### config.mk
export PLATFORM = sky130hd
export DESIGN_NAME = trial_division_prime_test_core
export DESIGN_NICKNAME = d
export VERILOG_FILES = /design/src/hw/rtl/tdpt_pkg.sv /design/src/hw/rtl/tdpt_dp.sv /design/src/hw/rtl/tdpt_ctrl.sv /design/src/hw/rtl/trial_division_prime_test_core.sv
export SDC_FILE = /design/constraint.sdc
export NUM_CORES = 1
export LEC_CHECK = 0
export CORE_MARGIN = 2
export CORE_UTILIZATION = 55
export CTS_CLUSTER_SIZE = 30
export DETAILED_ROUTE_END_ITERATION = 6
export DONT_BUFFER_PORTS = 1
export HOLD_SLACK_MARGIN = 0.02
export MAX_ROUTING_LAYER = met4
export PLACE_DENSITY = 0.7
export SYNTH_ARGS = -nofsm -noshare
export SYNTH_HDL_FRONTEND = slang
export SYNTH_HIERARCHICAL = 1
export SYNTH_SLANG_ARGS = --single-unit
### constraint.sdc
create_clock -name clk -period 7.5 [get_ports clk]
set_input_delay 0.375 -clock clk [delete_from_list [all_inputs] [get_ports clk]]
set_output_delay 0.375 -clock clk [all_outputs]
set_load 0.05 [all_outputs]
### src/hw/rtl/tdpt_pkg.sv
// Package for the trial-division prime test core: default width, controller
// state encoding, and the command/status structs between controller and datapath.
// No dependencies.
`default_nettype none

package tdpt_pkg;

	// Default candidate width
	localparam int unsigned VALUE_WIDTH_DEF = 16;

	// Controller states, one-hot
	typedef enum logic [5:0] {
		ST_IDLE = 6'b000001,
		ST_SQR  = 6'b000010,
		ST_CMP  = 6'b000100,
		ST_DIV  = 6'b001000,
		ST_CHK  = 6'b010000,
		ST_DONE = 6'b100000
	} tdpt_state_t;

	// Controller to datapath
	typedef struct packed {
		logic load;       // capture candidate, reset divisor to two
		logic sq_en;      // register divisor squared
		logic div_start;  // load divider with candidate
		logic div_step;   // one restoring-division bit
		logic inc_d;      // advance to next divisor
		logic out_load;   // move result into output register
		logic out_prime;  // prime flag that goes with out_load
	} tdpt_cmd_t;

	// Datapath to controller
	typedef struct packed {
		logic lt2;        // candidate is zero or one
		logic sq_gt;      // divisor squared exceeds candidate
		logic cnt_zero;   // last division bit is being done
		logic rem_zero;   // remainder is zero
		logic out_free;   // output register can take a result
	} tdpt_sts_t;

endpackage

`default_nettype wire

### src/hw/rtl/tdpt_dp.sv
// Datapath of the trial-division prime test: candidate and divisor registers,
// squaring multiplier, bit-serial restoring divider and output register.
// Depends on tdpt_pkg.
`default_nettype none

module tdpt_dp import tdpt_pkg::*; #(
	parameter int unsigned VALUE_WIDTH = VALUE_WIDTH_DEF
) (
	input  wire logic                   clk,
	input  wire logic                   arst_n,
	input  wire tdpt_cmd_t              cmd,
	output tdpt_sts_t                   sts,
	input  wire logic [VALUE_WIDTH-1:0] in_value,
	input  wire logic                   out_ready,
	output logic                        out_valid,
	output logic [VALUE_WIDTH-1:0]      out_value,
	output logic                        out_prime
);

	localparam int unsigned W  = VALUE_WIDTH;
	localparam int unsigned CW = (W > 2) ? $clog2(W) : 1;

	logic [W-1:0]   n_q;
	logic [W-1:0]   d_q;
	logic [2*W-1:0] sq_q;
	logic [W:0]     rem_q;
	logic [W-1:0]   dvd_q;
	logic [CW-1:0]  cnt_q;
	logic           out_valid_q;
	logic [W-1:0]   out_value_q;
	logic           out_prime_q;

	logic [W:0]     shifted;
	logic [W+1:0]   diff;
	logic           ge;

	// Candidate and divisor
	always_ff @(posedge clk) begin
		if (cmd.load) begin
			n_q <= in_value;
			d_q <= W'(2);
		end else if (cmd.inc_d) begin
			d_q <= d_q + W'(1);
		end
	end

	// Divisor squared, registered
	always_ff @(posedge clk) begin
		if (cmd.sq_en) begin
			sq_q <= d_q * d_q;
		end
	end

	// Restoring division step: shift in next dividend bit, subtract if it fits
	always_comb begin
		shifted = {rem_q[W-1:0], dvd_q[W-1]};
		diff    = {1'b0, shifted} - {2'b00, d_q};
		ge      = ~diff[W+1];
	end

	always_ff @(posedge clk) begin
		if (cmd.div_start) begin
			rem_q <= '0;
			dvd_q <= n_q;
			cnt_q <= CW'(W-1);
		end else if (cmd.div_step) begin
			rem_q <= ge ? diff[W:0] : shifted;
			dvd_q <= {dvd_q[W-2:0], 1'b0};
			cnt_q <= cnt_q - CW'(1);
		end
	end

	// Output register: hold until the beat is taken
	always_ff @(posedge clk or negedge arst_n) begin
		if (!arst_n) begin
			out_valid_q <= 1'b0;
		end else if (cmd.out_load) begin
			out_valid_q <= 1'b1;
		end else if (out_ready) begin
			out_valid_q <= 1'b0;
		end
	end

	always_ff @(posedge clk) begin
		if (cmd.out_load) begin
			out_value_q <= n_q;
			out_prime_q <= cmd.out_prime;
		end
	end

	// Status back to the controller
	always_comb begin
		sts.lt2      = (n_q[W-1:1] == '0);
		sts.sq_gt    = (sq_q > {{W{1'b0}}, n_q});
		sts.cnt_zero = (cnt_q == '0);
		sts.rem_zero = (rem_q == '0);
		sts.out_free = !out_valid_q || out_ready;
	end

	assign out_valid = out_valid_q;
	assign out_value = out_value_q;
	assign out_prime = out_prime_q;

endmodule

`default_nettype wire

### src/hw/rtl/tdpt_ctrl.sv
// Controller of the trial-division prime test: sequences squaring, division
// and the divisor walk, and decides the prime flag.
// Depends on tdpt_pkg.
`default_nettype none

module tdpt_ctrl import tdpt_pkg::*; (
	input  wire logic      clk,
	input  wire logic      arst_n,
	input  wire logic      in_valid,
	output logic           in_ready,
	input  wire tdpt_sts_t sts,
	output tdpt_cmd_t      cmd
);

	tdpt_state_t state_q;
	tdpt_state_t state_d;
	logic        prime_q;
	logic        prime_d;

	// Next state and commands
	always_comb begin
		state_d  = state_q;
		prime_d  = prime_q;
		cmd      = '0;
		in_ready = 1'b0;
		unique case (state_q)
			ST_IDLE: begin
				in_ready = 1'b1;
				if (in_valid) begin
					cmd.load = 1'b1;
					state_d  = ST_SQR;
				end
			end
			ST_SQR: begin
				cmd.sq_en = 1'b1;
				state_d   = ST_CMP;
			end
			ST_CMP: begin
				if (sts.lt2) begin
					prime_d = 1'b0;
					state_d = ST_DONE;
				end else if (sts.sq_gt) begin
					prime_d = 1'b1;
					state_d = ST_DONE;
				end else begin
					cmd.div_start = 1'b1;
					state_d       = ST_DIV;
				end
			end
			ST_DIV: begin
				cmd.div_step = 1'b1;
				if (sts.cnt_zero) begin
					state_d = ST_CHK;
				end
			end
			ST_CHK: begin
				if (sts.rem_zero) begin
					prime_d = 1'b0;
					state_d = ST_DONE;
				end else begin
					cmd.inc_d = 1'b1;
					state_d   = ST_SQR;
				end
			end
			ST_DONE: begin
				if (sts.out_free) begin
					cmd.out_load = 1'b1;
					state_d      = ST_IDLE;
				end
			end
			default: begin
				state_d = ST_IDLE;
			end
		endcase
		cmd.out_prime = prime_q;
	end

	// State register
	always_ff @(posedge clk or negedge arst_n) begin
		if (!arst_n) begin
			state_q <= ST_IDLE;
			prime_q <= 1'b0;
		end else begin
			state_q <= state_d;
			prime_q <= prime_d;
		end
	end

endmodule

`default_nettype wire

### src/hw/rtl/trial_division_prime_test_core.sv
// Top level of the trial-division prime test: joins controller and datapath.
// Depends on tdpt_pkg, tdpt_ctrl, tdpt_dp.
//
//   channel  | direction | data                         | user
//   s_axis   | in        | candidate                    | -
//   m_axis   | out       | tested_value                 | is_prime
//
// One candidate is in work at a time; the next is taken while a result waits.
// Each divisor tried passes through squaring, compare, the shared restoring
// divider at one quotient bit per cycle and a remainder check; a prime near
// 2^16 tries 254 divisors. Zero, one, two and three finish without a division.
// Reset clears the controller and output valid; a stalled output holds its beat.
`default_nettype none

module trial_division_prime_test_core import tdpt_pkg::*; #(
	parameter int unsigned VALUE_WIDTH = VALUE_WIDTH_DEF
) (
	input  wire logic                                clk,
	input  wire logic                                arst_n,
	input  wire logic                                s_tvalid,
	output logic                                     s_tready,
	input  wire logic [8*((VALUE_WIDTH+7)/8)-1:0]    s_tdata,  // candidate
	output logic                                     m_tvalid,
	input  wire logic                                m_tready,
	output logic [8*((VALUE_WIDTH+7)/8)-1:0]         m_tdata,  // tested_value
	output logic                                     m_tuser   // is_prime
);

	localparam int unsigned W  = VALUE_WIDTH;
	localparam int unsigned DW = 8 * ((VALUE_WIDTH + 7) / 8);

	tdpt_cmd_t    cmd;
	tdpt_sts_t    sts;
	logic [W-1:0] out_value;

	tdpt_ctrl u_ctrl (
		.clk      (clk),
		.arst_n   (arst_n),
		.in_valid (s_tvalid),
		.in_ready (s_tready),
		.sts      (sts),
		.cmd      (cmd)
	);

	tdpt_dp #(
		.VALUE_WIDTH (VALUE_WIDTH)
	) u_dp (
		.clk       (clk),
		.arst_n    (arst_n),
		.cmd       (cmd),
		.sts       (sts),
		.in_value  (s_tdata[W-1:0]),
		.out_ready (m_tready),
		.out_valid (m_tvalid),
		.out_value (out_value),
		.out_prime (m_tuser)
	);

	// Pad the result to whole bytes
	assign m_tdata = DW'(out_value);

`ifndef ASSERT_OFF
	// An accepted beat makes the core busy for at least the next cycle
	a_busy_after_accept: assert property (@(posedge clk) disable iff (!arst_n)
		s_tvalid && s_tready |=> !s_tready)
		else $error("input taken while candidate in work");

	// A result loaded into the output register shows up as valid
	a_load_valid: assert property (@(posedge clk) disable iff (!arst_n)
		cmd.out_load |=> m_tvalid)
		else $error("loaded result not presented");

	// Zero and one are never flagged prime
	a_no_small_prime: assert property (@(posedge clk) disable iff (!arst_n)
		m_tvalid && m_tuser |-> (m_tdata[W-1:1] != '0))
		else $error("zero or one flagged prime");

	// Load, divisor advance, divider start and divider step are never issued together
	a_div_cmd: assert property (@(posedge clk) disable iff (!arst_n)
		$onehot0({cmd.div_start, cmd.div_step, cmd.inc_d, cmd.load}))
		else $error("conflicting datapath commands");
`endif

endmodule

`default_nettype wire
==> results.md <==
- CP Class: flip-flop to flip-flop
- Leak pwr: a little over 7 nW
- Synthesized flop and latch total: about 130
- Global-route wire length before repair: ~49000 um
- Die width: between 150 and 200 um
- WP data arrival: between 7 and 8 ns
- Num CTS Buffers: 17
- Initial antenna violation count: 0
- Clock latency on the worst-skew pair: 0.43 ns
- Worst slew pin tran: about 0.85 ns
- Placed insts: approximately 1700
- Mapped Avg Cell Area: 9.840 um^2
- Detail Route Antenna Nets: 0
- Total global routing overflow: 0
- Synth warn: 6
- DRT iter0 DRCs: 602
- Final setup fails: 0
- CTS tree: built
- FF-to-FF Start: u_dp/d_q[9]
- CP cell instances: clkinv_1 -> nor2_1 -> inv_1 -> fa_1 -> fa_1 -> inv_1 -> fa_1 -> fa_1 -> fa_1 -> inv_1 -> fa_1 -> inv_1 -> ha_1 -> a21oi_2 -> o311ai_1 -> a221oi_2 -> nor2_1 -> o221ai_2 -> a2111oi_2 -> a311o_1
- Hold Startpoint: s_tdata[6]
- Final Hold Fails: 0
- Relative slew slack: 43.28%
- CP top delay family: adder cells
- Slew Limit Fails: 0
- CP dominant cell by count: fa_1
- HPWL after DPL: around 23000 um
- CP peak stage delay: around 0.60 ns
- Clk buf depth: 2
- CTS Root Cell: clkbuf_16
- TNS Setup: 0 ns
- Req. time, crit path: roughly 7.7 ns
- Cell Area, Synth: 13350 um^2
- Buf+Inv Stages, Crit Path: 5
- CTS sink cnt: around 130
- Setup WS post-layout: a little over 0.6 ns
- Io pins: 39
- Total track usage: around 25%
- Critical Path Start Type: flip-flop
- Max VDD drop: about 0.18 mV
- Row count: 57
- Pre-Repair DR Iteration Count: 5
- Synth area leader: fa_1
- H-Tree Depth: 4
- Ys flop type: edfxtp_1
- # diodes: 0
- Crit path capture type: flip-flop
- Post-Syn Instances: between 1000 and 1500
- Status: completed
- WL per Instance: between 15 and 20 um
- Non-Filler Instances: around 1700
- Fin nets: approximately 1700
- RePlAce Congestion: 0.9404
- Tmin final: just under 7 ns
- Share of layout cells above drive strength 1: about 7.3%
- Post-synth top area share: about a quarter
- Port bufs: 0
- Synth top area cells: fa_1 (24%), edfxtp_1 (18%), ha_1 (13%)
- Initial Util: ~55%
- Via count of the first global-routing pass: between 9000 and 10000
- Crit Path Max Fanout: 11
- Worst hold margin: about 0.043 ns
- Slowest cell on crit path: dfxtp_1
- Clk_skew: 0.01138 ns
- Largest net degree at the start of global routing: 37
- Asr flop ratio synth: between 6 and 7%
- Synth cell types: 90
- Post-route DRC: 0
- Final period util: between 90% and 100%
- Post-cts sizing count: 0
- Min-delay worst type: input port to flip-flop
- Core area: 24110 um^2
- Vias: ~9500
- F_max: between 100 and 150 MHz
- Die area: 25540 um^2
- Synth Net Count: 1676
- PwrDens: between 100 and 150 nW/um^2
- Via-to-Cell Ratio: between 5 and 6
- Clock transition at the registers of the reported paths: approximately 0.070 ns
- Number of synthesized flops with an enable pin: 80
- Area growth from synthesis to final layout: 8.133%
- RSZ-0062 raised after global routing: false
- Total power draw: a little under 2 mW
- Die Y: approximately 160 um
- Total wire length: 29310 um
- DP Worst Slack: around 0.67 ns
- CP startpoint: u_dp/d_q[9]
- Register area share after synthesis: 25.05%
- Maxcap violations: 0
final timing paths:
kind	endpoint	slack (ns)	depth (start not counted)
setup / recovery	u_dp/sq_q[29]	0.60	20
hold / removal	u_dp/n_q[6]	0.04	0
setup reg to reg	u_dp/sq_q[29]	0.60	20
hold reg to reg	u_dp/rem_q[16]	0.48	1
max in group asynchronous	u_ctrl/state_q[0]	6.89	1
min in group asynchronous	u_ctrl/state_q[4]	0.30	1
layout by cell type (no fill, tap or decap), drive strengths merged, types with 6 or more instances in the layout:
cell	n
nand2	104
mux2	17
nand4	7
ha	136
nor3b	6
nor4	21
nand2b	10
nor3	15
fa	163
nor4b	6
xnor2	48
dlygate4sd3	10
o21bai	9
nor2b	10
a211oi	15
nor2	109
dfxtp	37
o21ai	32
xor2	11
inv	297
a21oi	35
a21o	28
dfrtp	7
clkbuf	17
mux2i	10
nand3	15
buf	15
clkinv	7
edfxtp	80
o21a	11
per-stage QoR:
| stage | util (%) | area [um^2] |
|---|---|---|
| finish | 59.90 | 14440 |
| global route | 59.90 | 14440 |
| CTS | 59.52 | 14350 |
| detailed placement | 56.90 | 13720 |
| global placement | 56.90 | 13720 |
| floorplan | - | 13350 |
Yosys cell counts (5+ instances only):
cell,number
ha_1,136
a211o_1,5
edfxtp_1,80
or2_2,5
dfrtp_1,7
a21o_1,26
clkbuf_1,25
mux2i_1,10
nand2_1,104
mux2_2,16
xor2_1,11
nand2b_1,10
o21bai_1,9
nor2b_1,10
fa_1,163
inv_1,284
dfxtp_1,37
o21ai_0,29
nor3_1,14
o21a_1,11
a21oi_1,34
nand3_1,14
nor2_1,109
clkinv_1,6
xnor2_1,48
nor4_1,20
nand4_1,7
nor3b_1,6
a211oi_1,14
report_power, final:
| group | switching (mW) | internal (mW) | total, mW |
|---|---|---|---|
| sequential | 0.0679 | 0.812 | 0.880 |
| combinational | 0.113 | 0.0678 | 0.181 |
| clock | 0.351 | 0.535 | 0.886 |
kinds of logic (layout without fill, tap and decap cells):
| family | Yosys count | after routing | share of synthesized area (%) |
|---|---|---|---|
| mux | 27 | 27 | 2.183 |
| buf+inv | 330 | 351 | 9.492 |
| xor+xnor | 59 | 59 | 3.870 |
| compound gates | 178 | 178 | 9.604 |
| fa+ha+maj | 299 | 299 | 37.18 |
| simple gates | 339 | 339 | 12.62 |
| flops | 125 | 125 | 25.05 |
flip-flops by register name (all words and copies together) (netlist names), 4 cells and up:
| name | count |
|---|---|
| u_dp/d_q | 16 |
| u_dp/dvd_q | 16 |
| u_dp/n_q | 16 |
| u_dp/rem_q | 17 |
| u_dp/sq_q | 31 |
| u_dp/cnt_q | 4 |
| u_dp/out_value | 16 |
| u_ctrl/state_q | 6 |
per-layer routing:
layer	track usage (%)	share of wire [%]	up-vias
met4	8.640	3.2	0
li1	-	-	4453
met1	30.00	40	4729
met5	-	0	-
met2	41.79	52	245
met3	4.779	4.8	65
cell type report:
class                      instances  area [um^2]
fill                            2086         9667
clock inverter                    15        196.4
sequential                       125         3344
multi-input combinational        902         8751
inverter                         294         1104
clock buffer                      17        425.4
timing repair buffer              25        212.7
tap                              324        405.4
what timing repair did:
action                    4_1_cts  5_1_grt
setup buffers                   0        0
hold endpoints to repair        8        9
hold buffers                    1        9
(Power assumes the default switching activity.)
